File: config.mk
export PLATFORM = sky130hd
export DESIGN_NAME = packet_chained_xor_codec
export DESIGN_NICKNAME = d
export VERILOG_FILES = /design/src/hw/rtl/pcxc_pkg.sv /design/src/hw/rtl/pcxc_front.sv /design/src/hw/rtl/pcxc_queue.sv /design/src/hw/rtl/pcxc_back.sv /design/src/hw/rtl/packet_chained_xor_codec.sv
export SDC_FILE = /design/constraint.sdc
export NUM_CORES = 1
export LEC_CHECK = 0
export BUFFER_PORTS_ARGS = -buffer_cell sky130_fd_sc_hd__clkbuf_2
export CAP_MARGIN = 10
export CORE_UTILIZATION = 40
export DETAILED_ROUTE_END_ITERATION = 8
export HOLD_SLACK_MARGIN = 0.15
export PLACE_DENSITY = 0.63
export SYNTH_ARGS = -nofsm -noshare
export SYNTH_HDL_FRONTEND = slang
export SYNTH_SLANG_ARGS = --single-unit
File: constraint.sdc
create_clock -name i_clk -period 9.6 [get_ports i_clk]
set_input_delay 1.92 -clock i_clk [delete_from_list [all_inputs] [get_ports i_clk]]
set_output_delay 1.92 -clock i_clk [all_outputs]
set_load 0.01 [all_outputs]
File: src/hw/rtl/pcxc_pkg.sv
`timescale 1ns / 1ps
`default_nettype none
// ----------------------------------------------------------------------------
// pcxc_pkg
// Shared types and constants for the chained XOR packet codec.
// ----------------------------------------------------------------------------
package pcxc_pkg;

    // Header layout
    localparam int HEADER_BYTES = 5;
    localparam int KEY_POS      = 3;
    localparam int CHECK_POS    = HEADER_BYTES - 1;
    localparam int POS_W        = $clog2(HEADER_BYTES + 1);

    // Queue between front and back
    localparam int QUEUE_DEPTH  = 2;

    // Configuration register indexes
    localparam int CFG_IDX_W = 1;
    localparam logic [CFG_IDX_W-1:0] CFG_FIXED_KEY   = 1'b0;
    localparam logic [CFG_IDX_W-1:0] CFG_HEADER_CODE = 1'b1;

    typedef enum logic [1:0] {
        MODE_ENCODE = 2'd0,
        MODE_DECODE = 2'd1,
        MODE_CHECK  = 2'd2
    } t_mode;

    typedef enum logic [1:0] {
        ST_OK       = 2'd0,
        ST_BAD_CODE = 2'd1,
        ST_BAD_SUM  = 2'd2,
        ST_SHORT    = 2'd3
    } t_status;

    // Byte class as seen by the front
    typedef enum logic [2:0] {
        K_FIRST,
        K_HEADER,
        K_KEY,
        K_CHECK,
        K_PAYLOAD
    } t_kind;

    typedef struct packed {
        logic [1:0] op;
        logic [7:0] data_byte;
        logic       last_byte;
    } t_in_item;

    typedef struct packed {
        logic [7:0] out_byte;
        logic       last_out;
        logic [1:0] status;
        logic [7:0] computed_sum;
    } t_out_item;

    // Classified item handed from front to back
    typedef struct packed {
        t_kind      kind;
        t_mode      mode;
        logic [7:0] data;
        logic       last;
    } t_cls;

    function automatic t_mode op_to_mode(input logic [1:0] op);
        t_mode m;
        case (op)
            2'd0:    m = MODE_ENCODE;
            2'd1:    m = MODE_DECODE;
            default: m = MODE_CHECK;
        endcase
        return m;
    endfunction

endpackage
`default_nettype wire

File: src/hw/rtl/pcxc_front.sv
`timescale 1ns / 1ps
`default_nettype none
// ----------------------------------------------------------------------------
// pcxc_front
// Tracks byte position and packet mode, and classifies each accepted item.
// ----------------------------------------------------------------------------
module pcxc_front (
    input  wire logic               i_clk,
    input  wire logic               i_rst_n,
    input  wire logic               i_accept,
    input  wire pcxc_pkg::t_in_item i_item,
    output pcxc_pkg::t_cls          o_cls
);
    import pcxc_pkg::*;

    logic [POS_W-1:0] r_pos, n_pos;
    t_mode            r_mode, n_mode;
    t_kind            kind;

    always_comb begin
        if (r_pos == '0) begin
            kind = K_FIRST;
        end else if (r_pos < POS_W'(KEY_POS)) begin
            kind = K_HEADER;
        end else if (r_pos == POS_W'(KEY_POS)) begin
            kind = K_KEY;
        end else if (r_pos == POS_W'(CHECK_POS)) begin
            kind = K_CHECK;
        end else begin
            kind = K_PAYLOAD;
        end
    end

    // Mode is taken from the op field of byte 0 only
    assign n_mode = (r_pos == '0) ? op_to_mode(i_item.op) : r_mode;

    always_comb begin
        n_pos = r_pos;
        if (i_item.last_byte) begin
            n_pos = '0;
        end else if (r_pos < POS_W'(HEADER_BYTES)) begin
            n_pos = r_pos + POS_W'(1);
        end
    end

    assign o_cls = '{kind: kind, mode: n_mode, data: i_item.data_byte,
                     last: i_item.last_byte};

    always_ff @(posedge i_clk) begin
        if (!i_rst_n) begin
            r_pos  <= '0;
            r_mode <= MODE_ENCODE;
        end else if (i_accept) begin
            r_pos  <= n_pos;
            r_mode <= n_mode;
        end
    end

endmodule
`default_nettype wire

File: src/hw/rtl/pcxc_queue.sv
`timescale 1ns / 1ps
`default_nettype none
// ----------------------------------------------------------------------------
// pcxc_queue
// Short register FIFO of classified items between front and back.
// ----------------------------------------------------------------------------
module pcxc_queue #(
    parameter int DEPTH = pcxc_pkg::QUEUE_DEPTH
) (
    input  wire logic           i_clk,
    input  wire logic           i_rst_n,
    input  wire logic           i_push,
    input  wire pcxc_pkg::t_cls i_item,
    output logic                o_ready,
    input  wire logic           i_pop,
    output logic                o_valid,
    output pcxc_pkg::t_cls      o_item
);
    import pcxc_pkg::*;

    localparam int PTR_W = (DEPTH > 1) ? $clog2(DEPTH) : 1;
    localparam int CNT_W = $clog2(DEPTH + 1);

    t_cls             r_mem [DEPTH];
    logic [PTR_W-1:0] r_wr_ptr, r_rd_ptr;
    logic [CNT_W-1:0] r_count;

    function automatic logic [PTR_W-1:0] ptr_inc(input logic [PTR_W-1:0] p);
        return (p == PTR_W'(DEPTH - 1)) ? '0 : p + PTR_W'(1);
    endfunction

    assign o_ready = (r_count != CNT_W'(DEPTH));
    assign o_valid = (r_count != '0);
    assign o_item  = r_mem[r_rd_ptr];

    always_ff @(posedge i_clk) begin
        if (i_push) begin
            r_mem[r_wr_ptr] <= i_item;
        end
    end

    always_ff @(posedge i_clk) begin
        if (!i_rst_n) begin
            r_wr_ptr <= '0;
            r_rd_ptr <= '0;
            r_count  <= '0;
        end else begin
            if (i_push) begin
                r_wr_ptr <= ptr_inc(r_wr_ptr);
            end
            if (i_pop) begin
                r_rd_ptr <= ptr_inc(r_rd_ptr);
            end
            if (i_push && !i_pop) begin
                r_count <= r_count + CNT_W'(1);
            end else if (i_pop && !i_push) begin
                r_count <= r_count - CNT_W'(1);
            end
        end
    end

endmodule
`default_nettype wire

File: src/hw/rtl/pcxc_back.sv
`timescale 1ns / 1ps
`default_nettype none
// ----------------------------------------------------------------------------
// pcxc_back
// Runs the XOR chains, checksum and status, and holds the result register.
// ----------------------------------------------------------------------------
module pcxc_back (
    input  wire logic                i_clk,
    input  wire logic                i_rst_n,
    input  wire logic [7:0]          i_fixed_key,
    input  wire logic [7:0]          i_header_code,
    input  wire logic                i_q_valid,
    input  wire pcxc_pkg::t_cls      i_q_item,
    output logic                     o_pop,
    output logic                     o_valid,
    input  wire logic                i_ready,
    output pcxc_pkg::t_out_item      o_item
);
    import pcxc_pkg::*;

    // Per-packet chain state, set up by the first byte of each packet
    logic [7:0] r_step, n_step;
    logic [7:0] r_prev_plain, n_prev_plain;
    logic [7:0] r_prev_cipher, n_prev_cipher;
    logic [7:0] r_rkey, n_rkey;
    logic [7:0] r_sum, n_sum;
    logic [7:0] r_rcheck, n_rcheck;
    logic       r_code_match, n_code_match;

    logic       r_valid;
    t_out_item  r_out, n_out;

    logic [7:0] key_a, key_b, inner, outer, plain, result;
    t_status    status;

    assign o_pop   = i_q_valid && (!r_valid || i_ready);
    assign o_valid = r_valid;
    assign o_item  = r_out;

    assign key_a = r_prev_plain + r_rkey + r_step;
    assign key_b = r_prev_cipher + i_fixed_key + r_step;

    always_comb begin
        inner = i_q_item.data;
        outer = i_q_item.data;
        plain = i_q_item.data;
        case (i_q_item.mode)
            MODE_ENCODE: begin
                inner = i_q_item.data ^ key_a;
                outer = inner ^ key_b;
            end
            MODE_DECODE: begin
                inner = i_q_item.data ^ key_b;
                outer = inner ^ key_a;
                plain = outer;
            end
            default: begin
            end
        endcase
    end

    always_comb begin
        n_step        = r_step;
        n_prev_plain  = r_prev_plain;
        n_prev_cipher = r_prev_cipher;
        n_rkey        = r_rkey;
        n_sum         = r_sum;
        n_rcheck      = r_rcheck;
        n_code_match  = r_code_match;
        result        = i_q_item.data;
        case (i_q_item.kind)
            K_FIRST: begin
                n_step        = 8'd1;
                n_prev_plain  = '0;
                n_prev_cipher = '0;
                n_rkey        = '0;
                n_sum         = '0;
                n_rcheck      = '0;
                n_code_match  = (i_q_item.mode == MODE_ENCODE) ||
                                (i_q_item.data == i_header_code);
            end
            K_KEY: begin
                n_rkey = i_q_item.data;
            end
            K_CHECK, K_PAYLOAD: begin
                n_step = r_step + 8'd1;
                if (i_q_item.mode == MODE_ENCODE) begin
                    n_prev_plain  = inner;
                    n_prev_cipher = outer;
                    result        = outer;
                end else if (i_q_item.mode == MODE_DECODE) begin
                    n_prev_plain  = inner;
                    n_prev_cipher = i_q_item.data;
                    result        = outer;
                end
                if (i_q_item.kind == K_PAYLOAD) begin
                    n_sum = r_sum + plain;
                end else begin
                    n_rcheck = plain;
                end
            end
            default: begin
            end
        endcase
    end

    // Short packet outranks bad code, bad code outranks bad checksum
    always_comb begin
        status = ST_OK;
        if (i_q_item.last) begin
            if (i_q_item.kind == K_FIRST || i_q_item.kind == K_HEADER ||
                i_q_item.kind == K_KEY) begin
                status = ST_SHORT;
            end else if (i_q_item.mode != MODE_ENCODE && !n_code_match) begin
                status = ST_BAD_CODE;
            end else if (i_q_item.mode != MODE_ENCODE && n_sum != n_rcheck) begin
                status = ST_BAD_SUM;
            end
        end
    end

    assign n_out = '{out_byte: result, last_out: i_q_item.last,
                     status: status, computed_sum: n_sum};

    always_ff @(posedge i_clk) begin
        if (o_pop) begin
            r_step        <= n_step;
            r_prev_plain  <= n_prev_plain;
            r_prev_cipher <= n_prev_cipher;
            r_rkey        <= n_rkey;
            r_sum         <= n_sum;
            r_rcheck      <= n_rcheck;
            r_code_match  <= n_code_match;
            r_out         <= n_out;
        end
    end

    always_ff @(posedge i_clk) begin
        if (!i_rst_n) begin
            r_valid <= 1'b0;
        end else if (o_pop) begin
            r_valid <= 1'b1;
        end else if (i_ready) begin
            r_valid <= 1'b0;
        end
    end

endmodule
`default_nettype wire

File: src/hw/rtl/packet_chained_xor_codec.sv
`timescale 1ns / 1ps
`default_nettype none
// An accepted input item is written into the queue, then popped into the result register that drives the output.
// Throughput: one item per cycle, sustained, when the output side takes each result.
// The front feeds a queue of QUEUE_DEPTH items, so input ready drops only once that queue is full.
// Reset (synchronous, active low) empties queue and result register, clears both keys.
// The first item after reset is header byte 0 of a new packet.
// ----------------------------------------------------------------------------
// packet_chained_xor_codec
// Byte-serial packet encoder, decoder and checker with a two-stage chained XOR.
// ----------------------------------------------------------------------------
module packet_chained_xor_codec #(
    parameter int QUEUE_DEPTH = pcxc_pkg::QUEUE_DEPTH
) (
    input  wire logic                           i_clk,
    input  wire logic                           i_rst_n,
    // configuration write port
    input  wire logic                           i_cfg_we,
    input  wire logic [pcxc_pkg::CFG_IDX_W-1:0] i_cfg_index,
    input  wire logic [7:0]                     i_cfg_data,
    // input channel
    input  wire logic                           i_in_valid,
    output logic                                o_in_ready,
    input  wire pcxc_pkg::t_in_item             i_in_item,
    // output channel
    output logic                                o_out_valid,
    input  wire logic                           i_out_ready,
    output pcxc_pkg::t_out_item                 o_out_item
);
    import pcxc_pkg::*;

    logic [7:0] r_fixed_key;
    logic [7:0] r_header_code;

    logic       in_accept;
    t_cls       front_cls;
    logic       q_valid;
    t_cls       q_item;
    logic       q_pop;

    // Hold the keys; the user must write them only while the block is idle (the block itself does not enforce this)
    always_ff @(posedge i_clk) begin
        if (!i_rst_n) begin
            r_fixed_key   <= '0;
            r_header_code <= '0;
        end else if (i_cfg_we) begin
            case (i_cfg_index)
                CFG_FIXED_KEY:   r_fixed_key   <= i_cfg_data;
                CFG_HEADER_CODE: r_header_code <= i_cfg_data;
                default: begin
                end
            endcase
        end
    end

    assign in_accept = i_in_valid && o_in_ready;

    // Front: track position and mode, tag each item with its class
    pcxc_front u_front (
        .i_clk    (i_clk),
        .i_rst_n  (i_rst_n),
        .i_accept (in_accept),
        .i_item   (i_in_item),
        .o_cls    (front_cls)
    );

    // Queue: decouple acceptance from result delivery
    pcxc_queue #(
        .DEPTH (QUEUE_DEPTH)
    ) u_queue (
        .i_clk   (i_clk),
        .i_rst_n (i_rst_n),
        .i_push  (in_accept),
        .i_item  (front_cls),
        .o_ready (o_in_ready),
        .i_pop   (q_pop),
        .o_valid (q_valid),
        .o_item  (q_item)
    );

    // Back: advance the chains and present one result item per queued item
    pcxc_back u_back (
        .i_clk         (i_clk),
        .i_rst_n       (i_rst_n),
        .i_fixed_key   (r_fixed_key),
        .i_header_code (r_header_code),
        .i_q_valid     (q_valid),
        .i_q_item      (q_item),
        .o_pop         (q_pop),
        .o_valid       (o_out_valid),
        .i_ready       (i_out_ready),
        .o_item        (o_out_item)
    );

endmodule
`default_nettype wire

==> results.yml <==
yosys:
  yosys.area_share.adder: 0.0931
  post-synth-top-count-cell: "edfxtp_1"
  netlist.area_leader.share: 0.392
  async_reset_ff_frac: 0
  synth_cell_type_count: 66
  synth-xor-area-share: 0.100
  syn_area_um2: 6740
  avgSynthCellArea_um2: 11.4
  synth_nets: 656
  synth_compound_area_frac: 0.107
  syn_inst: 591
  synth_seq_cells: 115
  synth.top_cells.by_count: "edfxtp_1 (88), nor2_1 (59), nand2_1 (55)"
  yosysSeqAreaShare: 0.472
  synthSimpleGateAreaFrac: 0.137
  synthMuxAreaShare: 0.0670
  ys_warn_count: 0
  yosysTopAreaCell: "edfxtp_1"
  synth_top_family_by_area: "simple AND/OR/NAND/NOR gates"
  synth_edf_count: 88
  synthFlopType: "edfxtp_1"
  ys_top_cells_by_area: "edfxtp_1 (39%), dfxtp_1 (8.0%), xnor2_1 (6.4%)"
sta:
  tightest_slew_ps: 1110
  min_period_ps: 5140
  clock.fmax_mhz: 195
  fin_skew_ps: 7.93
  setup_viol: 0
  drv_slew: 0
  fin_crit_sh: 0.535
  hold_viol_final: 0
  relSlewSlack: 0.241
  fin_tns_setup_ps: 0
  rsz0062_at_grt: "no"
  whs_ps: 478
setup_path:
  cp-start-kind: "flop"
  critical_path_required_ps: 9850
  cp-end-kind: "flop"
  r2r_slack_ps: 4460
  path_max_fanout: 5
  worstPathArrival_ps: 5390
  critPathKind: "reg2reg"
  ff2ff_path_depth: 20
grt:
  grt_max_degree: 29
  grt_antenna_before_repair: 0
  grtUsageMet3: 0.0534
  grtUsageTotal: 0.188
  grt.overflow.total: 0
  grt_pass1_wl_um: 24900
  grt_use_met2: 0.319
  grt_pass1_vias: 4770
  grtUsageMet1: 0.230
  top_usage_layer: "met2"
clock_network:
  numCtsBuffers: 17
  clock_latency_ps: 420
  cts_root_buf: "clkbuf_16"
  clockBufferDepth: 2
  hold_buffers: 0
  clkSinkCount: 115
  clk_pin_slew_ps: 60
  htreeDepth: 4
  cts_tree: "built"
  postCtsSetupBuffers: 0
  cts_resized: 0
power:
  powerDensity_nw_per_um2: 416
  irDropWorstVdd_uv: 250
  p_leak_nw: 2.94
drt:
  wl_um: 15500
  wire_per_inst_um: 17.6
  vias: 4649
  dr.pass1.iters: 4
  drc_errors: 0
  antenna_left: 0
  vias_per_cell: 5.28
  drtIter0Drc: 314
floorplanning:
  dieArea_um2: 17400
  coreArea_um2: 16500
  fp-row-count: 47
  dieWidth_um: 132
  pin_count: 46
  initial_utilization: 0.408
  die_h_um: 132
place:
  placed_area_um2: 7200
  dp_hpwl_um: 11100
  gp_congestion: 0.827
  port_buffers: 45
cells_and_area:
  final_util: 0.472
  drive_above_1_share: 0.183
  fin_area_um2: 7800
  nNetsFinal: 712
  area_delta_synth_final_pct: 15.7
  antenna_cells: 0
min_path:
  hold_path_depth: 2
  hp-class: "reg2reg"
flow_run:
  cap_violations: 0
status:
  status: "completed"
[sequential cells by signal (all words and copies together) (netlist names), named ones only]
name / count
r_fixed_key: 8
r_header_code: 8
u_back.o_item: 11
u_back.o_valid: 1
u_back.r_code_match: 1
u_back.r_prev_cipher: 8
u_back.r_prev_plain: 8
u_back.r_rcheck: 8
u_back.r_rkey: 8
u_back.r_step: 8
u_back.r_sum: 8
u_front.r_mode: 2
u_front.r_pos: 3
u_queue.r_count: 2
u_queue.r_mem: 28
u_queue.r_rd_ptr: 1
u_queue.r_wr_ptr: 1
[per-stage QoR]
step,std cells,total power [W],worst slack [ps]
5_1_grt,880,0.00345,4150
3_5_place_dp,848,0.00260,4510
4_1_cts,880,0.00325,4490
3_3_place_gp,848,0.00257,4660
6_report,880,0.00325,4460
2_1_floorplan,591,0.00217,4990
[report_power, final]
| part | leakage [nW] | internal [W] | switching, W |
|---|---|---|---|
| Sequential | 1.06 | 0.000745 | 0.0000843 |
| Combinational | 1.59 | 0.000724 | 0.00106 |
| Clock | 0.291 | 0.000389 | 0.000242 |
[cell families after synthesis]
| logic type | Yosys count |
|---|---|
| flip-flops | 115 |
| AND/OR/NAND/NOR | 192 |
| multiplexers | 36 |
| buffers and inverters | 31 |
| XOR/XNOR | 73 |
| AO/OA/AOI/OAI | 104 |
| adder cells (fa/ha/maj) | 40 |
[worst max-delay path, stage by stage (launching register included)]
cell	delay, ps
edfxtp_1	470
fa_1	520
ha_1	180
inv_1	60
fa_1	390
nand2b_1	160
a21oi_1	210
xor2_1	250
xor3_1	430
nor2_1	120
a21oi_1	60
ha_1	350
o21ai_0	200
nor2_1	90
a21oi_1	210
a211oi_1	70
mux2_4	290
nor3_2	210
mux2i_1	270
and4bb_1	220
o31ai_2	200
[cells in the final DEF, fill, tap and decap left out, types with 4 or more instances in the layout]
cell type / netlist / routed
nor3_1: 8 / 7
dfxtp_1: 27 / 27
and2_1: 6 / 6
mux2i_4: 4 / 4
buf_4: 0 / 7
mux2_2: 7 / 7
nand3_1: 18 / 18
edfxtp_1: 88 / 88
clkbuf_16: 0 / 19
o21ai_0: 22 / 22
ha_1: 23 / 23
mux2i_2: 6 / 6
nand2_1: 55 / 55
mux2i_1: 17 / 17
o21bai_1: 4 / 4
clkbuf_2: 0 / 45
a21boi_0: 16 / 15
inv_1: 16 / 16
xor2_1: 21 / 21
a211oi_1: 11 / 11
a21oi_1: 15 / 15
a21o_1: 6 / 6
nand4_1: 4 / 4
nor2b_1: 15 / 15
fa_1: 17 / 17
xnor2_1: 49 / 49
o21a_1: 6 / 6
nand2b_1: 6 / 6
nor2_1: 59 / 59
[final cells by class]
class,instances,area (um2)
Clock buffer,19,475
Clock inverter,13,120
Fill cell,1481,8720
Inverter,16,60.1
Multi-Input combinational cell,445,3410
Sequential cell,115,3180
Tap cell,220,275
Timing Repair Buffer,52,278
[final timing paths]
path	end	from
worst max-delay path	u_back.o_item[9]	u_back.r_step[1]
worst min-delay path	u_front.r_mode[0]	u_front.r_mode[0]
worst max register to register	u_back.o_item[9]	u_back.r_step[1]
worst min register to register	u_front.r_mode[0]	u_front.r_mode[0]
[layer usage]
metal | vias to the layer above | share of wire
met5 | - | 0
met3 | 23 | 0.063
met2 | 142 | 0.49
li1 | 2237 | -
met4 | 0 | 0.018
met1 | 2247 | 0.43
Note: power is estimated with default switching activity, not from simulation.
